==> src/hdl/ifla_pkg.sv <==
`timescale 1ns / 1ps

package ifla_pkg;

  localparam int POOL_SIZE = 256;
  localparam int ADDR_W    = $clog2(POOL_SIZE);
  localparam int LINK_W    = $clog2(POOL_SIZE + 1);
  localparam int FIELD_W   = 8;

  localparam logic [LINK_W-1:0] END_MARK = LINK_W'(POOL_SIZE);

  typedef enum logic {
    CMD_ALLOC = 1'b0,
    CMD_FREE  = 1'b1
  } cmd_t;

  typedef enum logic {
    ST_IDLE,
    ST_POP
  } state_t;

  typedef struct packed {
    logic              rd_en;
    logic              wr_en;
    logic [ADDR_W-1:0] addr;
    logic [LINK_W-1:0] wdata;
  } mem_req_t;

endpackage

==> src/hdl/ifla_link_mem.sv <==
`timescale 1ns / 1ps

module ifla_link_mem (
  input  logic                     clk,
  input  logic                     rst,
  input  ifla_pkg::mem_req_t       req,
  output logic [ifla_pkg::LINK_W-1:0] rdata
);

  logic [ifla_pkg::LINK_W-1:0] mem [ifla_pkg::POOL_SIZE];
  logic [ifla_pkg::POOL_SIZE-1:0] vld;
  logic [ifla_pkg::LINK_W-1:0] rd_q;
  logic [ifla_pkg::LINK_W-1:0] rd_dflt;
  logic                        rd_vld;

  always_ff @(posedge clk) begin
    if (req.wr_en) begin
      mem[req.addr] <= req.wdata;
    end
    if (req.rd_en) begin
      rd_q    <= mem[req.addr];
      rd_dflt <= ifla_pkg::LINK_W'(req.addr) + ifla_pkg::LINK_W'(1);
    end
  end

  // Never-written entries read as their reset link, i+1.
  always_ff @(posedge clk) begin
    if (rst) begin
      vld    <= '0;
      rd_vld <= 1'b0;
    end else begin
      if (req.wr_en) begin
        vld[req.addr] <= 1'b1;
      end
      if (req.rd_en) begin
        rd_vld <= vld[req.addr];
      end
    end
  end

  assign rdata = rd_vld ? rd_q : rd_dflt;

endmodule

==> src/hdl/ifla_ctrl.sv <==
`timescale 1ns / 1ps

module ifla_ctrl (
  input  logic                          clk,
  input  logic                          rst,
  input  logic                          req_valid,
  output logic                          req_ready,
  input  ifla_pkg::cmd_t                req_cmd,
  input  logic [ifla_pkg::FIELD_W-1:0]  req_index,
  output logic                          rsp_valid,
  input  logic                          rsp_ready,
  output logic [ifla_pkg::FIELD_W-1:0]  rsp_granted,
  output logic                          rsp_ok,
  output logic                          rsp_empty,
  output ifla_pkg::mem_req_t            mem_req,
  input  logic [ifla_pkg::LINK_W-1:0]   mem_rdata
);

  ifla_pkg::state_t            state, state_next;
  logic [ifla_pkg::LINK_W-1:0] head, head_next;
  logic                        out_load;
  logic [ifla_pkg::FIELD_W-1:0] granted_next;
  logic                        ok_next;
  logic                        empty_next;
  logic                        accept;
  logic                        head_has;
  logic                        idx_in_range;

  assign accept       = req_valid && req_ready;
  assign head_has     = head < ifla_pkg::END_MARK;
  assign idx_in_range = 32'(req_index) < ifla_pkg::POOL_SIZE;

  always_comb begin
    state_next    = state;
    head_next     = head;
    out_load      = 1'b0;
    granted_next  = '0;
    ok_next       = 1'b0;
    empty_next    = !head_has;
    req_ready     = 1'b0;
    mem_req.rd_en = 1'b0;
    mem_req.wr_en = 1'b0;
    mem_req.addr  = ifla_pkg::ADDR_W'(head);
    mem_req.wdata = head;
    unique case (state)
      ifla_pkg::ST_IDLE: begin
        req_ready = !rsp_valid || rsp_ready;
        if (accept) begin
          if (req_cmd == ifla_pkg::CMD_ALLOC) begin
            if (head_has) begin
              // fetch the link behind the head; ST_POP answers with it
              mem_req.rd_en = 1'b1;
              state_next    = ifla_pkg::ST_POP;
            end else begin
              out_load = 1'b1;
            end
          end else begin
            out_load = 1'b1;
            if (idx_in_range) begin
              mem_req.wr_en = 1'b1;
              mem_req.addr  = ifla_pkg::ADDR_W'(req_index);
              head_next     = ifla_pkg::LINK_W'(req_index);
              ok_next       = 1'b1;
              empty_next    = 1'b0;
            end
          end
        end
      end
      ifla_pkg::ST_POP: begin
        out_load     = 1'b1;
        head_next    = mem_rdata;
        granted_next = ifla_pkg::FIELD_W'(head);
        ok_next      = 1'b1;
        empty_next   = mem_rdata >= ifla_pkg::END_MARK;
        state_next   = ifla_pkg::ST_IDLE;
      end
      default: state_next = ifla_pkg::ST_IDLE;
    endcase
  end

  always_ff @(posedge clk) begin
    if (rst) begin
      state     <= ifla_pkg::ST_IDLE;
      head      <= '0;
      rsp_valid <= 1'b0;
    end else begin
      state     <= state_next;
      head      <= head_next;
      rsp_valid <= out_load || (rsp_valid && !rsp_ready);
    end
  end

  always_ff @(posedge clk) begin
    if (out_load) begin
      rsp_granted <= granted_next;
      rsp_ok      <= ok_next;
      rsp_empty   <= empty_next;
    end
  end

endmodule

==> src/hdl/index_free_list_allocator_unit.sv <==
`timescale 1ns / 1ps
// Response: a free or a failed allocate answers in the cycle after its request;
//   a successful allocate answers after one read of the link memory.
// Requests: none is taken during the link memory read or while a response is held.
// Reset: synchronous; the list head returns to index 0 and all link entries
//   read as the chain 0,1,...,last at once, with no clearing pass.
module index_free_list_allocator_unit (
  input  logic       clk,
  input  logic       rst,
  input  logic       s_tvalid,
  output logic       s_tready,
  input  logic [7:0] s_tdata,   // [7:0] index
  input  logic       s_tuser,   // [0] cmd
  output logic       m_tvalid,
  input  logic       m_tready,
  output logic [7:0] m_tdata,   // [7:0] granted_index
  output logic [1:0] m_tuser    // [0] ok, [1] pool_empty
);

  ifla_pkg::mem_req_t          mem_req;
  logic [ifla_pkg::LINK_W-1:0] mem_rdata;

  ifla_ctrl u_ctrl (
    .clk         (clk),
    .rst         (rst),
    .req_valid   (s_tvalid),
    .req_ready   (s_tready),
    .req_cmd     (ifla_pkg::cmd_t'(s_tuser)),
    .req_index   (s_tdata),
    .rsp_valid   (m_tvalid),
    .rsp_ready   (m_tready),
    .rsp_granted (m_tdata),
    .rsp_ok      (m_tuser[0]),
    .rsp_empty   (m_tuser[1]),
    .mem_req     (mem_req),
    .mem_rdata   (mem_rdata)
  );

  ifla_link_mem u_link_mem (
    .clk   (clk),
    .rst   (rst),
    .req   (mem_req),
    .rdata (mem_rdata)
  );

  a_no_rd_wr_same_cycle: assert property (@(posedge clk) disable iff (rst)
    !(mem_req.rd_en && mem_req.wr_en))
    else $error("link memory read and write in the same cycle");

  a_free_answers_next: assert property (@(posedge clk) disable iff (rst)
    (s_tvalid && s_tready && s_tuser == ifla_pkg::CMD_FREE) |=> m_tvalid)
    else $error("free request not answered in the next cycle");

  a_fail_grants_zero: assert property (@(posedge clk) disable iff (rst)
    (m_tvalid && !m_tuser[0]) |-> (m_tdata == '0))
    else $error("failed request carries a nonzero index");

  a_read_only_on_alloc: assert property (@(posedge clk) disable iff (rst)
    mem_req.rd_en |-> (s_tvalid && s_tready && s_tuser == ifla_pkg::CMD_ALLOC))
    else $error("link memory read without an allocate request");

endmodule
==> config.mk <==
export PLATFORM = sky130hd
export DESIGN_NAME = index_free_list_allocator_unit
export DESIGN_NICKNAME = d
export VERILOG_FILES = /design/src/hdl/ifla_pkg.sv /design/src/hdl/ifla_link_mem.sv /design/src/hdl/ifla_ctrl.sv /design/src/hdl/index_free_list_allocator_unit.sv
export SDC_FILE = /design/constraint.sdc
export NUM_CORES = 2
export LEC_CHECK = 0
export ABC_CLOCK_PERIOD_IN_PS = 14800
export BUFFER_PORTS_ARGS = -buffer_cell sky130_fd_sc_hd__buf_2
export CAP_MARGIN = 20
export CELL_PAD_IN_SITES_DETAIL_PLACEMENT = 0
export CELL_PAD_IN_SITES_GLOBAL_PLACEMENT = 1
export CORE_AREA = 2 2 456 458
export DETAILED_ROUTE_END_ITERATION = 10
export DIE_AREA = 0 0 458 460
export PLACE_DENSITY = 0.74
export SKIP_CTS_REPAIR_TIMING = 1
export SLEW_MARGIN = 10
export SYNTH_ARGS = -nofsm -noshare
export SYNTH_HDL_FRONTEND = slang
export SYNTH_SLANG_ARGS = --single-unit
==> constraint.sdc <==
create_clock -name clk -period 14.8 [get_ports clk]
set_input_delay 1.48 -clock clk [delete_from_list [all_inputs] [get_ports clk]]
set_output_delay 1.48 -clock clk [all_outputs]
set_load 0.01 [all_outputs]
==> summary.md <==
| Metric | Value |
|---|---|
| DP HPWL | approximately 210,000 um |
| Fraction of registers with async set/reset | 0% |
| Seq/Total Area, Yosys | around three quarters |
| Post-DRT Antenna Nets | 0 |
| Routed wire per std cell | roughly 33 um |
| Worst Max-Slew Pin Slew | ~1300 ps |
| CTS Sinks | approximately 2,600 |
| CP arrival | 7960 ps |
| Final Skew | slightly below 70 ps |
| Crit Path Category | input port to flop |
| GRT Resource Usage Total | between 30% and 40% |
| Initial antenna violation count | 25 |
| Longest Clk Path Bufs | 4 |
| Met2 Wirelength | 152,000 um |
| Max_cap viols | 0 |
| Vias in the first global route | 63,700 |
| Status | completed |
| Worst Hold Launch | u_link_mem.vld[27]$_SDFFE_PP0P_ |
| Leak Pwr | slightly below 40 nW |
| Cell Pwr Density | about 140 nW/um2 |
| Multi-input logic area | about 25,000 um2 |
| # port buffers | 24 |
| Post-Route WL | between 300,000 and 400,000 um |
| Most frequent cells in the layout | edfxtp_1 (2,332), nand2_1 (1,734), nor2_1 (771), nand3_1 (574), buf_4 (292) |
| CTS root buf | clkbuf_16 |
| Fin crit period | about 7300 ps |
| Inserted Clock Buffers | 286 |
| Worst min-delay path class | flop to flop |
| Most common cell after layout, fill and taps aside | edfxtp_1 |
| Max_slew headroom | between 10% and 20% |
| Number of synthesized flops with an enable pin | 2,332 |
| Worst-path fanout max | 55 |
| Mean post-synth cell area | about 13 um2 |
| Fillers | 16,300 |
| Clk Latency, worst-skew pair | roughly 960 ps |
| First-pass GRT wire length | 492,000 um |
| Core area | just over 200,000 um2 |
| Die height | about 460 um |
| Layout cells sized above 1 | 12.5% |
| WP data required | about 15,000 ps |
| Post-synthesis compound-gate area fraction | around 5.5% |
| CP Launch Type | input port |
| Met1 WL | approximately 130,000 um |
| Drt pass-1 iters | 6 |
| Setup violations, final | 0 |
| Die ar. | 211,000 um2 |
| Top sig layer | met5 |
| Setup TNS | 0 ps |
| IO Count | 25 |
| Final hold violations | 0 |
| Residual DRC count | 0 |
| Nets | about 7,800 |
| Critical Path Max Stage Delay | 890 ps |
| DRT iter0 DRCs | 12,200 |
| Via/cell ratio | between 6 and 7 |
| Crit end category | flop |
| Top_reg_cell synth | edfxtp_1 |
| RSZ-0062 raised after global routing | no |
| F_max | 137 MHz |
| Initial core utilization | 49.7% |
| H-tree Lvls | 5 |
| Met3 routed WL | around 49,000 um |
| CP startpoint | m_tready |
| Largest family of logic cells by synthesized area | simple AND/OR/NAND/NOR gates |
| Placed cells | about 10,000 |
| Syn Nets | between 7,000 and 8,000 |
| CP max stage cell | a21oi_1 |
| Grt total ovfl | 0 |
| Crit-path cells | buf_2 > nand2b_1 > nand3_4 > and2_4 > buf_4 > buf_4 > buf_4 > mux2i_1 > a32oi_1 > nand4_1 > a21oi_1 > a21oi_1 > nor4b_2 > nand4_1 |
| Worst r2r src | u_ctrl.state$_SDFF_PP0_ |
| CTS tree | built |
| Non-filler cells, final | around 11,000 |
| Post-synthesis adder-cell area fraction | 0.0244% |
| Gate Count Post-Synth | between 7,000 and 8,000 |
| Post-synthesis mux area share | approximately 4.1% |
| Synthesized flop and latch total | about 2,600 |
| Synth Area in XOR/XNOR | less than 1% |
| Largest net degree at the start of global routing | between 200 and 250 |
| RePlAce Congestion | 0.963 |
| Netlist Area Pre-Place | between 100,000 and 150,000 um2 |
| VDD IR-drop max | 0.140 mV |
| Simple-gate share of the synthesized area | between 10 and 15% |
| Syn. warnings | 0 |
| Slew Limit Fails | 0 |
| Sequential standard cell area | between 70,000 and 80,000 um2 |
| Yosys cell types | 73 |
| Crit path top cell by count | buf_4 |
| Layout area overhead | 12.7% |
| Num rows | between 150 and 200 |
| Tcrit/Tclk final | 49.2% |
| Routed via count | between 60,000 and 70,000 |
| Clock slew at reported path FFs | ~70 ps |
| Die W | between 400 and 500 um |
area by class of cell:
class                      count  share of cell area (%)
clock inverter                86                   0.574
clock buffer                 411                    6.96
antenna                       20                  0.0433
inverter                       3                  0.0271
multi-input combinational   4493                    21.6
sequential                  2600                    65.3
timing repair buffer         364                    2.60
tap                         2704                    2.93
power by group:
group / switching (W) / internal, W / total [W]
registers: 0.0000376 / 0.00805 / 0.00809
logic: 0.00116 / 0.000362 / 0.00152
clock network: 0.00286 / 0.00392 / 0.00678
synth_stat cells (3+ instances only):
| cell | n | share of area [%] |
|---|---|---|
| o211ai_1 | 4 | 0.029 |
| o31ai_1 | 3 | 0.022 |
| o21ai_0 | 31 | 0.15 |
| buf_6 | 8 | 0.088 |
| a32oi_1 | 71 | 0.61 |
| buf_1 | 56 | 0.21 |
| buf_2 | 233 | 1.1 |
| mux2i_1 | 87 | 0.85 |
| nor4_1 | 16 | 0.098 |
| or4_1 | 7 | 0.051 |
| a22o_1 | 5 | 0.043 |
| nor2b_1 | 9 | 0.055 |
| a31o_2 | 3 | 0.026 |
| a221oi_1 | 23 | 0.20 |
| xnor2_1 | 4 | 0.034 |
| edfxtp_1 | 2332 | 68 |
| o32ai_1 | 10 | 0.085 |
| nand2_1 | 1737 | 6.4 |
| a311oi_1 | 151 | 1.3 |
| a2111oi_0 | 9 | 0.077 |
| and3_1 | 179 | 1.1 |
| and2_1 | 12 | 0.073 |
| a22oi_1 | 27 | 0.20 |
| o22ai_1 | 18 | 0.11 |
| a32o_1 | 4 | 0.039 |
| clkbuf_1 | 201 | 0.74 |
| dfxtp_1 | 268 | 5.2 |
| nand2b_1 | 5 | 0.031 |
| nor3_1 | 32 | 0.16 |
| mux4_2 | 146 | 3.2 |
| a31oi_1 | 180 | 1.1 |
| nand3_1 | 579 | 2.8 |
| buf_4 | 27 | 0.20 |
| a21oi_1 | 87 | 0.42 |
| a211oi_1 | 91 | 0.67 |
| nand4_1 | 83 | 0.51 |
| o2111ai_1 | 6 | 0.051 |
| nor2_2 | 3 | 0.018 |
| nor2_1 | 802 | 2.9 |
| o21ba_2 | 17 | 0.17 |
| mux2_2 | 6 | 0.066 |
| or3_1 | 11 | 0.067 |
per-stage QoR:
step / setup slack, ps / hold WS (ps) / total power, W / util (%) / area, um2
2_1_floorplan: 7970 / 432 / 0.00908 / - / 102000
3_3_place_gp: 6650 / 446 / 0.00969 / 51.4 / 106000
3_5_place_dp: 6590 / 456 / 0.00971 / 51.6 / 106000
4_1_cts: 7580 / 471 / 0.0164 / 55.9 / 115000
5_1_grt: 7500 / 484 / 0.0167 / 56.0 / 115000
6_report: 7520 / 467 / 0.0164 / 56.1 / 116000
worst paths after layout:
| kind | to | slack, ps | cells after the start |
|---|---|---|---|
| max | u_link_mem.rd_q[5]$_DFFE_PP_ | 7520 | 14 |
| min | u_link_mem.vld[27]$_SDFFE_PP0P_ | 470 | 2 |
| max reg2reg | u_link_mem.rd_q[5]$_DFFE_PP_ | 7590 | 14 |
| min reg2reg | u_link_mem.vld[27]$_SDFFE_PP0P_ | 470 | 2 |
kinds of logic (layout without fill, tap and decap cells):
family	after synthesis	count (layout)
and+or+nand+nor	3487	3487
DFF	2600	2600
AOI/OAI and AO/OA	760	760
buffers and inverters	528	864
muxes	240	240
xor gates and xnor gates	4	4
adders and majority gates	2	2
other	0	20
layer usage:
metal,track usage (%),vias to the layer above
met5,0,-
met4,17.9,10
met3,9.60,913
met2,47.6,5064
met1,45.7,34800
li1,-,28600
critical path: cells and delay by family:
kind                   cells  cell delay [ps]
AOI/OAI and AO/OA          3             1100
buffers and inverters      4             2020
and+or+nand+nor            6             2880
muxes                      1              260
registers in the layout, indices dropped and copies added, names as in the netlist:
register	flops
u_link_mem.rd_vld	1
u_link_mem.rd_dflt	9
u_ctrl.rsp_ok	1
u_ctrl.rsp_empty	1
u_ctrl.rsp_granted	8
u_link_mem.rd_q	9
u_link_mem.vld	256
u_ctrl.head	9
u_ctrl.state	1
u_link_mem.mem	2304
u_ctrl.rsp_valid	1
Power figures use the tool's default switching activity.
